$ cat src/hw/rtl/pid_with_term_limits_unit_assert.svh
// assertion macros for the pid regulator rtl
// included by modules that carry concurrent checks; no other dependencies
`ifndef PID_WITH_TERM_LIMITS_UNIT_ASSERT_SVH
`define PID_WITH_TERM_LIMITS_UNIT_ASSERT_SVH
`ifndef SYNTHESIS
`define PWTL_ASSERT_IMP(lbl, clk, rst, ante, cons, msg) \
  lbl: assert property (@(posedge clk) disable iff (rst) (ante) |-> (cons)) else $error(msg);
`define PWTL_ASSERT_NXT(lbl, clk, rst, ante, cons, msg) \
  lbl: assert property (@(posedge clk) disable iff (rst) (ante) |=> (cons)) else $error(msg);
`else
`define PWTL_ASSERT_IMP(lbl, clk, rst, ante, cons, msg)
`define PWTL_ASSERT_NXT(lbl, clk, rst, ante, cons, msg)
`endif
`endif

$ cat src/hw/rtl/pwtl_term.sv
// one gain term: multiply, then round to nearest and saturate to 32 bits
// two register stages; depends on nothing but its ports
`default_nettype none
module pwtl_term #(
  parameter int FRAC_BITS = 16
) (
  input  wire logic               clk,
  input  wire logic               mul_en,
  input  wire logic               rnd_en,
  input  wire logic [31:0]        gain,
  input  wire logic signed [31:0] operand,
  output logic signed [31:0]      term,
  output logic                    sat
);

  localparam logic signed [64:0] Half = 65'sd1 <<< (FRAC_BITS - 1);
  localparam logic signed [64:0] MaxV = 65'sd2147483647;
  localparam logic signed [64:0] MinV = -65'sd2147483648;

  logic signed [63:0] gain_ext;
  logic signed [63:0] op_ext;
  logic signed [63:0] prod;
  logic signed [64:0] rounded;
  logic signed [64:0] scaled;
  logic signed [31:0] term_next;
  logic               sat_next;

  // unsigned gain times signed operand stays well inside 64 bits
  assign gain_ext = $signed({32'd0, gain});
  assign op_ext   = 64'(operand);

  always_ff @(posedge clk) begin
    if (mul_en) begin
      prod <= gain_ext * op_ext;
    end
  end

  always_comb begin
    rounded = 65'(prod) + Half;
    scaled  = rounded >>> FRAC_BITS;
    if (scaled > MaxV) begin
      term_next = 32'sh7FFF_FFFF;
      sat_next  = 1'b1;
    end else if (scaled < MinV) begin
      term_next = 32'sh8000_0000;
      sat_next  = 1'b1;
    end else begin
      term_next = scaled[31:0];
      sat_next  = 1'b0;
    end
  end

  always_ff @(posedge clk) begin
    if (rnd_en) begin
      term <= term_next;
      sat  <= sat_next;
    end
  end

endmodule
`default_nettype wire

$ cat config.mk
export PLATFORM = sky130hd
export DESIGN_NAME = pwtl_term
export DESIGN_NICKNAME = d
export VERILOG_FILES = /design/src/hw/rtl/pid_with_term_limits_unit_assert.svh /design/src/hw/rtl/pwtl_term.sv
export SDC_FILE = /design/constraint.sdc
export NUM_CORES = 2
export LEC_CHECK = 0
export BUFFER_PORTS_ARGS = -buffer_cell sky130_fd_sc_hd__buf_4
export CORE_AREA = 2 2 256 258
export DETAILED_ROUTE_END_ITERATION = 7
export DIE_AREA = 0 0 258 260
export HOLD_SLACK_MARGIN = 0.03
export PLACE_DENSITY = 0.75
export SLEW_MARGIN = 15
export SYNTH_ARGS = -nofsm -noshare
export SYNTH_HDL_FRONTEND = slang
export SYNTH_SLANG_ARGS = --single-unit
$ cat constraint.sdc
create_clock -name clk -period 23.6 [get_ports clk]
set_input_delay 4.72 -clock clk [delete_from_list [all_inputs] [get_ports clk]]
set_output_delay 4.72 -clock clk [all_outputs]
set_load 0.03 [all_outputs]
==> impl_metrics.toml <==
[die]
rows = 93
boundaryPins = 100
die-area_mm2 = 0.0671
core-area_mm2 = 0.0641
die_height_um = 260
die_w_um = 258
start_util = 0.579

[run]
drv_cap = 0

[detailed_routing]
drc_errors = 0
ant_nets = 0
wl_per_cell_um = 19.5
wl_mm = 91.7
via_per_inst = 5.54
vias = 26090
firstDrtPassIters = 6
drt_iter0_drc = 1772

[clock_network]
clock_sinks = 82
post_cts_resized = 0
cts_tree = "done"
cts-root-buf = "clkbuf_16"
clock_path_buffers = 2
clk_latency_ns = 0.34
post-cts-setup-buffer-count = 0
path_clk_slew_ns = 0.06
cts_inserted_buffers = 9
cts_hold_buf = 0
cts.htree.levels = 3

[final_layout]
drive_gt1_frac = 0.0371
final_nets = 5097
syn_to_final_growth_pct = 3.59
fillers = 5465
multiInputGateArea_mm2 = 0.0304
seq_area_mm2 = 0.00246
fin_util = 0.599

[sta]
finalCritPeriodShare = 0.533
report.final.slew_viol_count = 0
min_period_ns = 12.59
worstMarginPinSlew_ns = 1.13
clock.fmax_mhz = 79.4
rsz0062_at_grt = "false"
hold_viol_final = 0
relSlewSlack = 0.246
setup_viol = 0
fin_worst_skew_ns = 0.0108
fin_tns_setup_ns = 0

[placement]
io_buffers = 99
gp_congestion = 0.890
hpwlAfterDp_mm = 73.4

[setup_path]
slowest_delay_ns = 0.54
endpoint = "prod[61]"
reg2regPathDepth = 10
critical_path_peak_fanout = 32
cp_num_cells = 27
critPathLaunchType = "input pin"
crit_required_ns = 23.69
slowest_stage = "fa_1"
cp-startpoint = "gain[12]"
timing.rr.end = "term[20]"
path_common_cell = "fa_1"
worst_ep_arrival_time_ns = 12.68
cp-end-kind = "flop"
critPathKind = "input pin to flop"
rr_startpoint = "prod[17]"
ff2ff_setup_slack_ns = 19.26
path_buf_inv = 7
critPathTopFamily = "adder cells"

[worst_hold_path]
hold_class = "flop to flop"

[global_route]
antenna_found_initial = 3
grt_use_total = 0.287
grt_max_degree = 50
met2_usage = 0.505
grt.overflow.total = 0
grt_util_met3 = 0.0314
first_global_vias = 28892
grtUsageMet1 = 0.346
top_usage_layer = "met2"
grt_pass1_wl_mm = 150

[yosys]
netlist_top_cells_area = "fa_1, and2_1, ha_1"
postSynthAreaPerCell_um2 = 9.40
ys_warn_count = 0
postSynthCellCount = 3947
yosys-top-cells-count = "inv_1, fa_1, and2_1"
synth.cell_area_mm2 = 0.0371
synth-main-ff-cell = "edfxtp_1"
synth_top_cell_by_area = "fa_1"
yosysSeqAreaShare = 0.0664
async_reset_ff_frac = 0
synthDistinctLibCells = 69
synth.most_common_cell = "inv_1"
synth_edf_count = 82
synth_top_area_share = 0.484
synth_nets = 5198
synth-seq-cells = 82

[outcome]
outcome = "complete, no violations"
[worst min-delay path by stage]
| stage | cells after the start | startpoint | slack [ns] | to |
|---|---|---|---|---|
| 3_5_place_dp | 2 | prod[30] | 0.67 | term[14] |
| 5_1_grt | 2 | prod[30] | 0.72 | term[14] |
| 2_1_floorplan | 2 | prod[30] | 0.61 | term[14] |
| 6_report | 2 | prod[30] | 0.68 | term[14] |
| 3_3_place_gp | 2 | prod[30] | 0.67 | term[14] |
| 4_1_cts | 2 | prod[30] | 0.69 | term[14] |
[metal layers]
metal | vias up | part of all wire
met2 | 962 | 0.51
met4 | 0 | 0.068
li1 | 11395 | -
met5 | - | 0
met3 | 279 | 0.058
met1 | 13454 | 0.36
[cell families (layout without fill, tap and decap cells)]
family,count (synthesis),count (layout),share of synthesized area
simple gates,1259,1259,0.180
flops,82,82,0.0664
compound gates,215,215,0.0373
xor+xnor,86,86,0.0203
fa+ha+maj,1184,1184,0.581
buf+inv,1119,1023,0.114
mux,2,2,0.000573
other cells,0,2,0
[placed cells by master, fill, tap and decap left out, drive strengths merged, types with 3 or more instances in the layout]
| cell | count |
|---|---|
| a21o | 26 |
| inv | 908 |
| nor4 | 7 |
| nand2b | 16 |
| edfxtp | 82 |
| a21boi | 3 |
| o31ai | 4 |
| or2 | 5 |
| or3 | 4 |
| o21ai | 51 |
| o21a | 9 |
| o211ai | 6 |
| a211oi | 11 |
| a21oi | 57 |
| a31oi | 12 |
| clkbuf | 9 |
| and3 | 13 |
| nor3 | 20 |
| nand2 | 418 |
| fa | 896 |
| and2 | 630 |
| or4 | 4 |
| xnor2 | 50 |
| o22ai | 14 |
| o21bai | 5 |
| nand3 | 37 |
| bufinv | 3 |
| and4 | 4 |
| nand3b | 3 |
| ha | 288 |
| nor2 | 57 |
| nand4 | 22 |
| buf | 99 |
| nor2b | 15 |
| xor2 | 36 |
[worst min-delay path, delay by kind of cell, from the launching register on]
family / cells / cell delay, ns
DFF: 1 / 0.37
AOI/OAI and AO/OA: 1 / 0.10
xor gates and xnor gates: 1 / 0.09
[sequential cells by signal, summed over array words and instances, names as in the netlist]
| signal | count |
|---|---|
| sat | 1 |
| prod | 49 |
| term | 32 |
[cell type report]
class                           count  share of cell area
Tap cell                          855              0.0278
Antenna cell                        2            0.000130
Clock buffer                        9             0.00586
Multi-Input combinational cell   2746               0.791
Timing Repair Buffer               99              0.0193
Clock inverter                      7             0.00306
Inverter                          908              0.0887
Sequential cell                    82              0.0641
[metrics by stage]
stage | instance area, µm² | worst slack [ns] | hold slack, ns | instances
after floorplan | 37100 | 11.86 | 0.609 | 3947
after global placement | 38100 | 10.83 | 0.670 | 4690
after detailed placement | 38100 | 10.76 | 0.666 | 4690
after CTS | 38400 | 11.05 | 0.689 | 4706
after global routing | 38400 | 10.60 | 0.723 | 4707
final | 38400 | 11.01 | 0.677 | 4708
Power is left out: the tool's default activity adds up to more than one toggle a clock period on the data nets, which glitch-free logic cannot reach.
