**src/hw/rtl/pid_with_term_limits_unit_assert.svh**
```systemverilog
// assertion macros for the pid regulator rtl
// included by modules that carry concurrent checks; no other dependencies
`ifndef PID_WITH_TERM_LIMITS_UNIT_ASSERT_SVH
`define PID_WITH_TERM_LIMITS_UNIT_ASSERT_SVH
`ifndef SYNTHESIS
`define PWTL_ASSERT_IMP(lbl, clk, rst, ante, cons, msg) \
  lbl: assert property (@(posedge clk) disable iff (rst) (ante) |-> (cons)) else $error(msg);
`define PWTL_ASSERT_NXT(lbl, clk, rst, ante, cons, msg) \
  lbl: assert property (@(posedge clk) disable iff (rst) (ante) |=> (cons)) else $error(msg);
`else
`define PWTL_ASSERT_IMP(lbl, clk, rst, ante, cons, msg)
`define PWTL_ASSERT_NXT(lbl, clk, rst, ante, cons, msg)
`endif
`endif

```
**src/hw/rtl/pwtl_pkg.sv**
```systemverilog
// shared types and constants for the pid regulator with clamped terms
// used by the top level, the register file and the front stage; no dependencies
`default_nettype none
package pwtl_pkg;

  localparam int FracBitsDefault = 16;
  localparam int CfgIndexWidth   = 8;

  typedef enum logic [CfgIndexWidth-1:0] {
    REG_PROP_GAIN         = 8'd0,
    REG_INTEG_GAIN_DT     = 8'd1,
    REG_DERIV_GAIN_RATE   = 8'd2,
    REG_PROP_ERROR_LIMIT  = 8'd3,
    REG_INTEG_SUM_LIMIT   = 8'd4,
    REG_DERIV_DELTA_LIMIT = 8'd5,
    REG_PD_ONLY           = 8'd6
  } cfg_reg_t;

  typedef struct packed {
    logic [31:0] prop_gain;
    logic [31:0] integ_gain_dt;
    logic [31:0] deriv_gain_rate;
    logic [30:0] prop_error_limit;
    logic [30:0] integ_sum_limit;
    logic [30:0] deriv_delta_limit;
    logic        pd_only;
  } cfg_t;

  // clamped operands handed from the front stage to the multipliers
  typedef struct packed {
    logic signed [31:0] prop_op;
    logic signed [31:0] integ_op;
    logic signed [31:0] deriv_op;
  } operands_t;

endpackage
`default_nettype wire

```
**src/hw/rtl/pwtl_front.sv**
```systemverilog
// front stage: clamps the error, updates integrator and previous sample
// depends on pwtl_pkg for cfg_t and operands_t
`default_nettype none
module pwtl_front (
  input  wire logic               clk,
  input  wire logic               rst,
  input  wire logic               load,
  input  wire logic signed [31:0] error_sample,
  input  wire pwtl_pkg::cfg_t     cfg,
  output pwtl_pkg::operands_t     ops
);

  logic signed [31:0] integ_sum;
  logic signed [31:0] integ_sum_next;
  logic signed [31:0] prev_error;
  logic signed [32:0] acc_wide;
  logic signed [32:0] delta_wide;
  pwtl_pkg::operands_t ops_next;

  function automatic logic signed [31:0] clamp_sym(input logic signed [32:0] v,
                                                   input logic [30:0] lim);
    logic signed [32:0] hi;
    logic signed [32:0] lo;
    hi = $signed({2'b00, lim});
    lo = -hi;
    if (v > hi) return hi[31:0];
    else if (v < lo) return lo[31:0];
    else return v[31:0];
  endfunction

  always_comb begin
    acc_wide       = 33'(integ_sum) + 33'(error_sample);
    delta_wide     = 33'(error_sample) - 33'(prev_error);
    integ_sum_next = clamp_sym(acc_wide, cfg.integ_sum_limit);
    ops_next.prop_op  = clamp_sym(33'(error_sample), cfg.prop_error_limit);
    // pd mode feeds zero into the integral multiplier
    ops_next.integ_op = cfg.pd_only ? 32'sd0 : integ_sum_next;
    ops_next.deriv_op = clamp_sym(delta_wide, cfg.deriv_delta_limit);
  end

  always_ff @(posedge clk) begin
    if (rst) begin
      integ_sum  <= '0;
      prev_error <= '0;
    end else if (load) begin
      if (!cfg.pd_only) begin
        integ_sum <= integ_sum_next;
      end
      prev_error <= error_sample;
    end
  end

  always_ff @(posedge clk) begin
    if (load) begin
      ops <= ops_next;
    end
  end

endmodule
`default_nettype wire

```
**config.mk**
```make
export PLATFORM = sky130hd
export DESIGN_NAME = pwtl_front
export DESIGN_NICKNAME = d
export VERILOG_FILES = /design/src/hw/rtl/pid_with_term_limits_unit_assert.svh /design/src/hw/rtl/pwtl_pkg.sv /design/src/hw/rtl/pwtl_front.sv
export SDC_FILE = /design/constraint.sdc
export NUM_CORES = 1
export LEC_CHECK = 0
export BUFFER_PORTS_ARGS = -buffer_cell sky130_fd_sc_hd__buf_4
export CAP_MARGIN = 5
export CORE_UTILIZATION = 53
export DETAILED_ROUTE_END_ITERATION = 16
export HOLD_SLACK_MARGIN = 0.06
export PLACE_DENSITY = 0.81
export SYNTH_ARGS = -nofsm -noshare
export SYNTH_HDL_FRONTEND = slang
export SYNTH_SLANG_ARGS = --single-unit
```
**constraint.sdc**
```tcl
create_clock -name clk -period 5.4 [get_ports clk]
set_clock_uncertainty 0.1 [all_clocks]
set_input_delay 0.27 -clock clk [delete_from_list [all_inputs] [get_ports clk]]
set_output_delay 0.27 -clock clk [all_outputs]
set_load 0.03 [all_outputs]
```
==> results of run 1 <==
## Yosys cell counts, drive strengths merged (28+ instances only)
library cell  count  area (um^2)
inv             161          604
o21ai           130          666
nand4            46          288
dfxtp            64         1280
a21o             64          480
or3              29          191
nand2           148          556
clkbuf           77          289
edfxtp           96         2880
mux2i            64          641
xnor2           110          963
a21oi           168          841
ha              254         3180
nand3            43          220
o21a             28          210
nor3             66          357
a211oi           34          260
nor2            158          601
## critical path, delay by kind of cell
kind | cells | cell delay, ns
AND/OR/NAND/NOR | 11 | 2.91
multiplexers | 1 | 0.28
AO/OA/AOI/OAI | 2 | 0.47
XOR/XNOR | 1 | 0.09
adder cells (fa/ha/maj) | 1 | 0.30
buffers and inverters | 4 | 1.08
## sequential cells by signal, indices dropped and copies added, names as in the netlist
name / count
prev_error: 32
ops: 96
integ_sum: 32
## per-stage QoR
| step | hold WS [ns] | total power, mW |
|---|---|---|
| 6_report | 0.0658 | 6.52 |
| 4_1_cts | 0.0601 | 6.39 |
| 3_3_place_gp | 0.346 | 5.04 |
| 2_1_floorplan | 0.282 | 3.82 |
| 3_5_place_dp | 0.351 | 5.13 |
| 5_1_grt | 0.0628 | 6.91 |
## cell usage in the layout, fill, tap and decap left out, types with 23 or more instances in the layout
cell type      count
inv_1            160
a211oi_1          26
nor2_1           155
o21ai_1           23
xnor2_1          110
dfxtp_1           63
or3_1             24
dlygate4sd3_1     30
nand2_1          147
a21oi_1          165
buf_4            386
ha_1             254
o21ai_0          100
o21a_1            27
nand4_1           46
nand3_1           41
nand2b_1          23
a21o_1            64
nor3_1            55
mux2i_1           64
edfxtp_1          96
## worst paths after layout
path	endpoint	slack, ns	depth (start not counted)
setup reg to reg	integ_sum[2]	0.12	20
hold reg to reg	integ_sum[15]	0.36	2
setup / recovery	ops[92]	0.06	20
hold / removal	prev_error[23]	0.07	3
## cell type report
class                   instances  area (um^2)
multi-input cells            1700        12700
fillers                      2625        10600
flip-flops and latches        160         4170
repair buffers                424         3350
inverters                     161          604
well taps                     442          553
clock buffers                  22          507
clock inverters                10         71.3
diodes                          1         2.50
## metal layers
metal / track usage [%] / part of all wire [%]
met4: 16.1 / 4.7
met1: 39.7 / 41
met2: 56.0 / 47
met3: 3.11 / 6.7
met5: 0 / 0
## power groups by stage
stage	Sequential [mW]	Clock (mW)	Combinational [mW]
4_1_cts	1.61	1.24	3.55
5_1_grt	1.63	1.27	4.01
3_3_place_gp	1.63	0	3.41
3_5_place_dp	1.63	0	3.50
6_report	1.61	1.22	3.68
2_1_floorplan	1.88	0	1.94
## cells by family (layout without fill, tap and decap cells)
logic type	count (synthesis)	in the layout	synth area share, %
simple gates	614	615	17.5
compound gates	609	609	22.8
fa+ha+maj	257	257	18.4
buf+inv	250	617	5.55
flops	160	160	23.8
xor+xnor	132	132	6.79
mux	87	87	5.16
other cells	0	1	0
## what timing repair did
item,in CTS,in global routing
hold endpoints to repair,30,0
resized for setup,3,51
gates cloned,0,1
setup buffers,0,3
setup endpoints to repair,29,122
hold buffers,30,0
pin swaps,0,13
==> impl_results.md, run 1 <==
- Outcome: finished clean
- Internal power: 3.79 mW
- Synth Cell Area: 0.0175 mm^2
- Final Cycle Share: 98.8%
- Number of synthesized register bits: 160
- Seq/Total Area, Yosys: 23.8%
- Static leakage: 9.89 nW
- Post-synth EDFFs: 96
- Root buffer cell: clkbuf_16
- Final nets: 2,945
- Crit. End Element: flip-flop
- Largest net degree at the start of global routing: 68
- First-pass GRT wire length: 87.0 mm
- Max clock buf depth: 2
- Post-DRT Antenna Nets: 0
- Area grow syn2layout: 25.2%
- Via count: 17,800
- Iteration-0 DRC Markers: 1,170
- Grt ovf: 0
- Worst path required time: 5.49 ns
- Cell Count, Final, Fillers Out: 2,920
- Routability Congestion: 1.00
- Kind of path behind the tightest hold check: input pin to flip-flop
- 1st-pass router iterations: 6
- WS Path Type: input pin to flip-flop
- # DRC: 0
- Min Tclk post-route: 5.34 ns
- Slowest cell on crit path: or4_1
- Post-Route WL: 55.0 mm
- Final slew viol count: 0
- Sw frac: 41.8%
- Async SR Flop Fraction: 0%
- CP Cell Sequence: dlygate4sd3_1 > buf_4 > nor3_1 > nand4_1 > or3_4 > nor3_4 > nand3_2 > or4_4 > nor2_4 > xnor2_1 > ha_1 > nand4_1 > or2_2 > or4_1 > a211oi_2 > buf_4 > nor4_4 > buf_12 > mux2_2 > o22a_1
- Average wire per standard cell: 18.8 um
- CTS tree: yes
- Clock power frac: 18.8%
- Ports: 321
- Worst skew pair latency: 0.45 ns
- Final core occ: 67.4%
- Hold Vio Cnt, Final: 0
- Clock transition at path regs: 0.06 ns
- Logic gate share of total power: 56.5%
- Max Cap Viol: 0
- Die height: 184 um
- CP max stage delay: 0.64 ns
- Post-synth cell types: 91
- Cell area after layout: 0.0219 mm^2
- Cells after DPL: 2,853
- Sequential power share: 24.7%
- Die Area: 0.0338 mm^2
- Worst slew margin: 29.0%
- Setup-failing EPs final: 0
- Peak supply drop: 208 uV
- Buffers on Ports: 224
- GRT Total Usage: 32.2%
- Vias in the first global route: 17,300
- Cell Area, Placed: 0.0208 mm^2
- Startpoint Class: input pin
- Average cell area after synthesis: 8.30 um^2
- Clk sink count: 160
- Crit. Startpoint: cfg[79]
- Min setup slack post-route: 0.0645 ns
- Pre-CTS WS: -0.358 ns
- Max Clock Freq: 0.187 GHz
- Setup TNS: 0 ns
- H-tree depth: 4
- Placed wire-length estimate: 42.9 mm
- CTS Buf Count: 17
- Die Span X: 184 um
- Starting Density: 53.8%
- CP Data Arrival Time: 5.42 ns
- Fraction of layout cells with a size suffix above 1: 21.0%
- Top FF cell, synth: edfxtp_1
- CP Max Fanout: 27
- Vias/cell: 6.09
- HP Start: error_sample[23]
- Initial antenna violation count: 1
- Core area: 0.0325 mm^2
- Syn nets: 2,590
- Yosys warning count: 0
- RSZ-0062 raised after global routing: yes
- P per Cell Area: 297 mW/mm^2
- Net switching power: 2.72 mW
- Row Count: 66
- Cells after Synth: 2,109
- Worst Max-Slew Pin Slew: 1.06 ns
- R2r startpoint: integ_sum[5]
Note: power is estimated with default switching activity, not from simulation.
==> inputs of run 2 (changes only) <==
--- a/config.mk
+++ b/config.mk
@@ -7,10 +7,14 @@
 export LEC_CHECK = 0
 export BUFFER_PORTS_ARGS = -buffer_cell sky130_fd_sc_hd__buf_4
 export CAP_MARGIN = 5
-export CORE_UTILIZATION = 53
+export CELL_PAD_IN_SITES_DETAIL_PLACEMENT = 2
+export CELL_PAD_IN_SITES_GLOBAL_PLACEMENT = 2
+export CORE_ASPECT_RATIO = 1.2
+export CORE_UTILIZATION = 31
 export DETAILED_ROUTE_END_ITERATION = 16
+export GPL_TIMING_DRIVEN = 0
 export HOLD_SLACK_MARGIN = 0.06
-export PLACE_DENSITY = 0.81
+export PLACE_DENSITY = 0.8
 export SYNTH_ARGS = -nofsm -noshare
 export SYNTH_HDL_FRONTEND = slang
 export SYNTH_SLANG_ARGS = --single-unit
==> run 2 against run 1 <==
Wire length up 44%; sequential share of layout area down 0.90 points; critical path type unchanged; critical endpoint is now ops[75]; first-iteration DRC count down 43%.
==> impl_results.md, run 2 (same netlist as run 1, synthesis figures left out) <==
- Fraction of layout cells with a size suffix above 1: 20.5%
- First-pass GRT wire length: 119 mm
- Placed wire-length estimate: 61.4 mm
- # DRC: 0
- Core area: 0.0559 mm^2
- Static leakage: 9.82 nW
- CP delay by family, top: simple AND/OR/NAND/NOR gates
- P per Cell Area: 309 mW/mm^2
- CP Max Fanout: 10
- Max Clock Freq: 0.185 GHz
- H-tree depth: 4
- Wire length on met3: 2.49 mm
- Vias in the first global route: 20,600
- CTS tree: yes
- Initial antenna violation count: 6
- Worst skew pair latency: 0.50 ns
- Clk sink count: 160
- CP Data Arrival Time: 5.52 ns
- Starting Density: 31.3%
- Min Tclk post-route: 5.40 ns
- Via count: 18,200
- Met2 routed WL: 41.6 mm
- Cell Area, Placed: 0.0200 mm^2
- CP Cell Sequence: buf_4 > or3_4 > or3_1 > or3_4 > buf_6 > nor3_4 > nand3_4 > or4_4 > nor2_4 > xnor2_1 > ha_1 > nand4_1 > or2_2 > or4_4 > nor2_1 > nor4_4 > buf_4 > buf_6 > mux2i_1 > o2bb2a_1
- Slowest cell on crit path: or4_4
- DR top layer: met5
- Die Area: 0.0574 mm^2
- FILL cells: 6,185
- WS Path Type: input pin to flip-flop
- Die Span X: 219 um
- Buf/Inv on CP: 4
- Worst slew margin: 35.8%
- Average wire per standard cell: 24.7 um
- Peak supply drop: 180 uV
- Most frequent cells in the layout: buf_4 (264), ha_1 (245), inv_1 (159), nor2_1 (154), a21oi_1 (151)
- Commonest non-fill, non-tap cell in the layout: buf_4
- Vias/cell: 5.68
- RSZ-0062 raised after global routing: yes
- Routed length on met1: 29.9 mm
- Setup-failing EPs final: 0
- Final nets: 2,950
- Final slew viol count: 0
- Outcome: finished clean
- CTS Buf Count: 17
- Max Cap Viol: 0
- Crit. End Element: flip-flop
- Kind of path behind the tightest hold check: input pin to flip-flop
- Worst Max-Slew Pin Slew: 0.938 ns
- Area grow syn2layout: 31.5%
- Max clock buf depth: 2
- Buffers on Ports: 212
- Clock transition at path regs: 0.07 ns
- Cell area after layout: 0.0230 mm^2
- Grt ovf: 0
- Worst path required time: 5.52 ns
- Row Count: 95
- Root buffer cell: clkbuf_16
- Hold Vio Cnt, Final: 0
- Final Cycle Share: 100%
- Largest regs: ops (96), integ_sum (32), prev_error (32)
- Iteration-0 DRC Markers: 662
- CP max stage delay: 0.60 ns
- Max reg flops: 96
- Routability Congestion: 0.918
- Startpoint Class: input pin
- Reg with most FFs: ops
- Post-Route WL: 79.2 mm
- Cell Count, Final, Fillers Out: 3,211
- Die height: 262 um
- Post-DRT Antenna Nets: 0
- GRT Total Usage: 27.3%
- Largest net degree at the start of global routing: 98
- Ports: 321
- Cells after DPL: 3,048
- 1st-pass router iterations: 5
[run 2: changes by cell type in the layout (fill, tap and decap cells not counted), sizes merged]
cell,delta
buf,-111
bufinv,+2
clkbuf,+60
diode,+1
dlygate4sd3,+57
inv,-2
nand2,-1
[run 2: area by class of cell]
class / instances / area, um^2 / area share [%]
Inverter: 161 / 604 / 2.62
Multi-Input combinational cell: 1699 / 13300 / 57.9
Clock inverter: 10 / 106 / 0.462
Sequential cell: 160 / 4170 / 18.1
Antenna cell: 2 / 5.00 / 0.0217
Timing Repair Buffer: 351 / 2910 / 12.6
Clock buffer: 22 / 485 / 2.11
Tap cell: 727 / 910 / 3.95
Buffer: 79 / 508 / 2.21
[run 2: worst register-to-register path, cell delays in order (launching register included)]
cell	delay [ns]
dfxtp_2	0.34
ha_4	0.17
fa_2	0.38
a211oi_2	0.24
o21a_1	0.20
o211ai_1	0.10
buf_4	0.18
a211oi_4	0.24
o21ai_2	0.11
xnor2_2	0.31
ha_1	0.33
a21o_1	0.20
a21o_1	0.17
a21o_1	0.17
a21o_1	0.18
a221o_1	0.42
o31ai_4	0.10
buf_4	0.15
o21a_2	0.29
a21oi_4	0.17
o21ai_1	0.29
a21oi_1	0.16
[run 2: per-layer routing]
| metal | vias up | track usage (%) |
|---|---|---|
| met5 | - | 0 |
| met3 | 224 | 4.21 |
| met1 | 9046 | 28.2 |
| met4 | 8 | 17.1 |
| li1 | 8504 | - |
| met2 | 444 | 50.6 |
[run 2: path summary, 6_finish.rpt]
check | from | end | slack, ns | cells past startpoint
worst max-delay path | cfg[65] | ops[75] | 0.001 | 20
worst min register to register | integ_sum[13] | integ_sum[13] | 0.35 | 2
worst min-delay path | cfg[1] | ops[0] | 0.09 | 3
worst max register to register | integ_sum[0] | ops[54] | 0.08 | 21
[run 2: what timing repair did]
action,in CTS,in global routing
hold buffers,85,2
pin swaps,31,48
hold endpoints to repair,91,2
buffers inserted,24,27
gates resized for setup,176,92
gates cloned,1,0
setup endpoints to repair,128,127
[run 2: through the flow]
step	worst slack, ns	util [%]	power, mW	TNS, ns	hold slack, ns
detailed placement	-2.50	35.8	5.11	-194.45	0.352
global route	-0.0664	41.2	7.49	-0.946	0.0621
finish	0.00110	41.2	7.11	0	0.0878
CTS	0.00454	40.1	6.95	0	0.0611
floorplan	0.000468	-	3.82	0	0.282
global placement	-2.27	35.8	4.97	-174.12	0.346
[run 2: power breakdown]
group          internal, mW  total [mW]  switching, mW
sequential             1.53        1.61         0.0808
clock                 0.727        1.29          0.561
combinational          1.67        4.20           2.54
total                  3.93        7.11           3.18
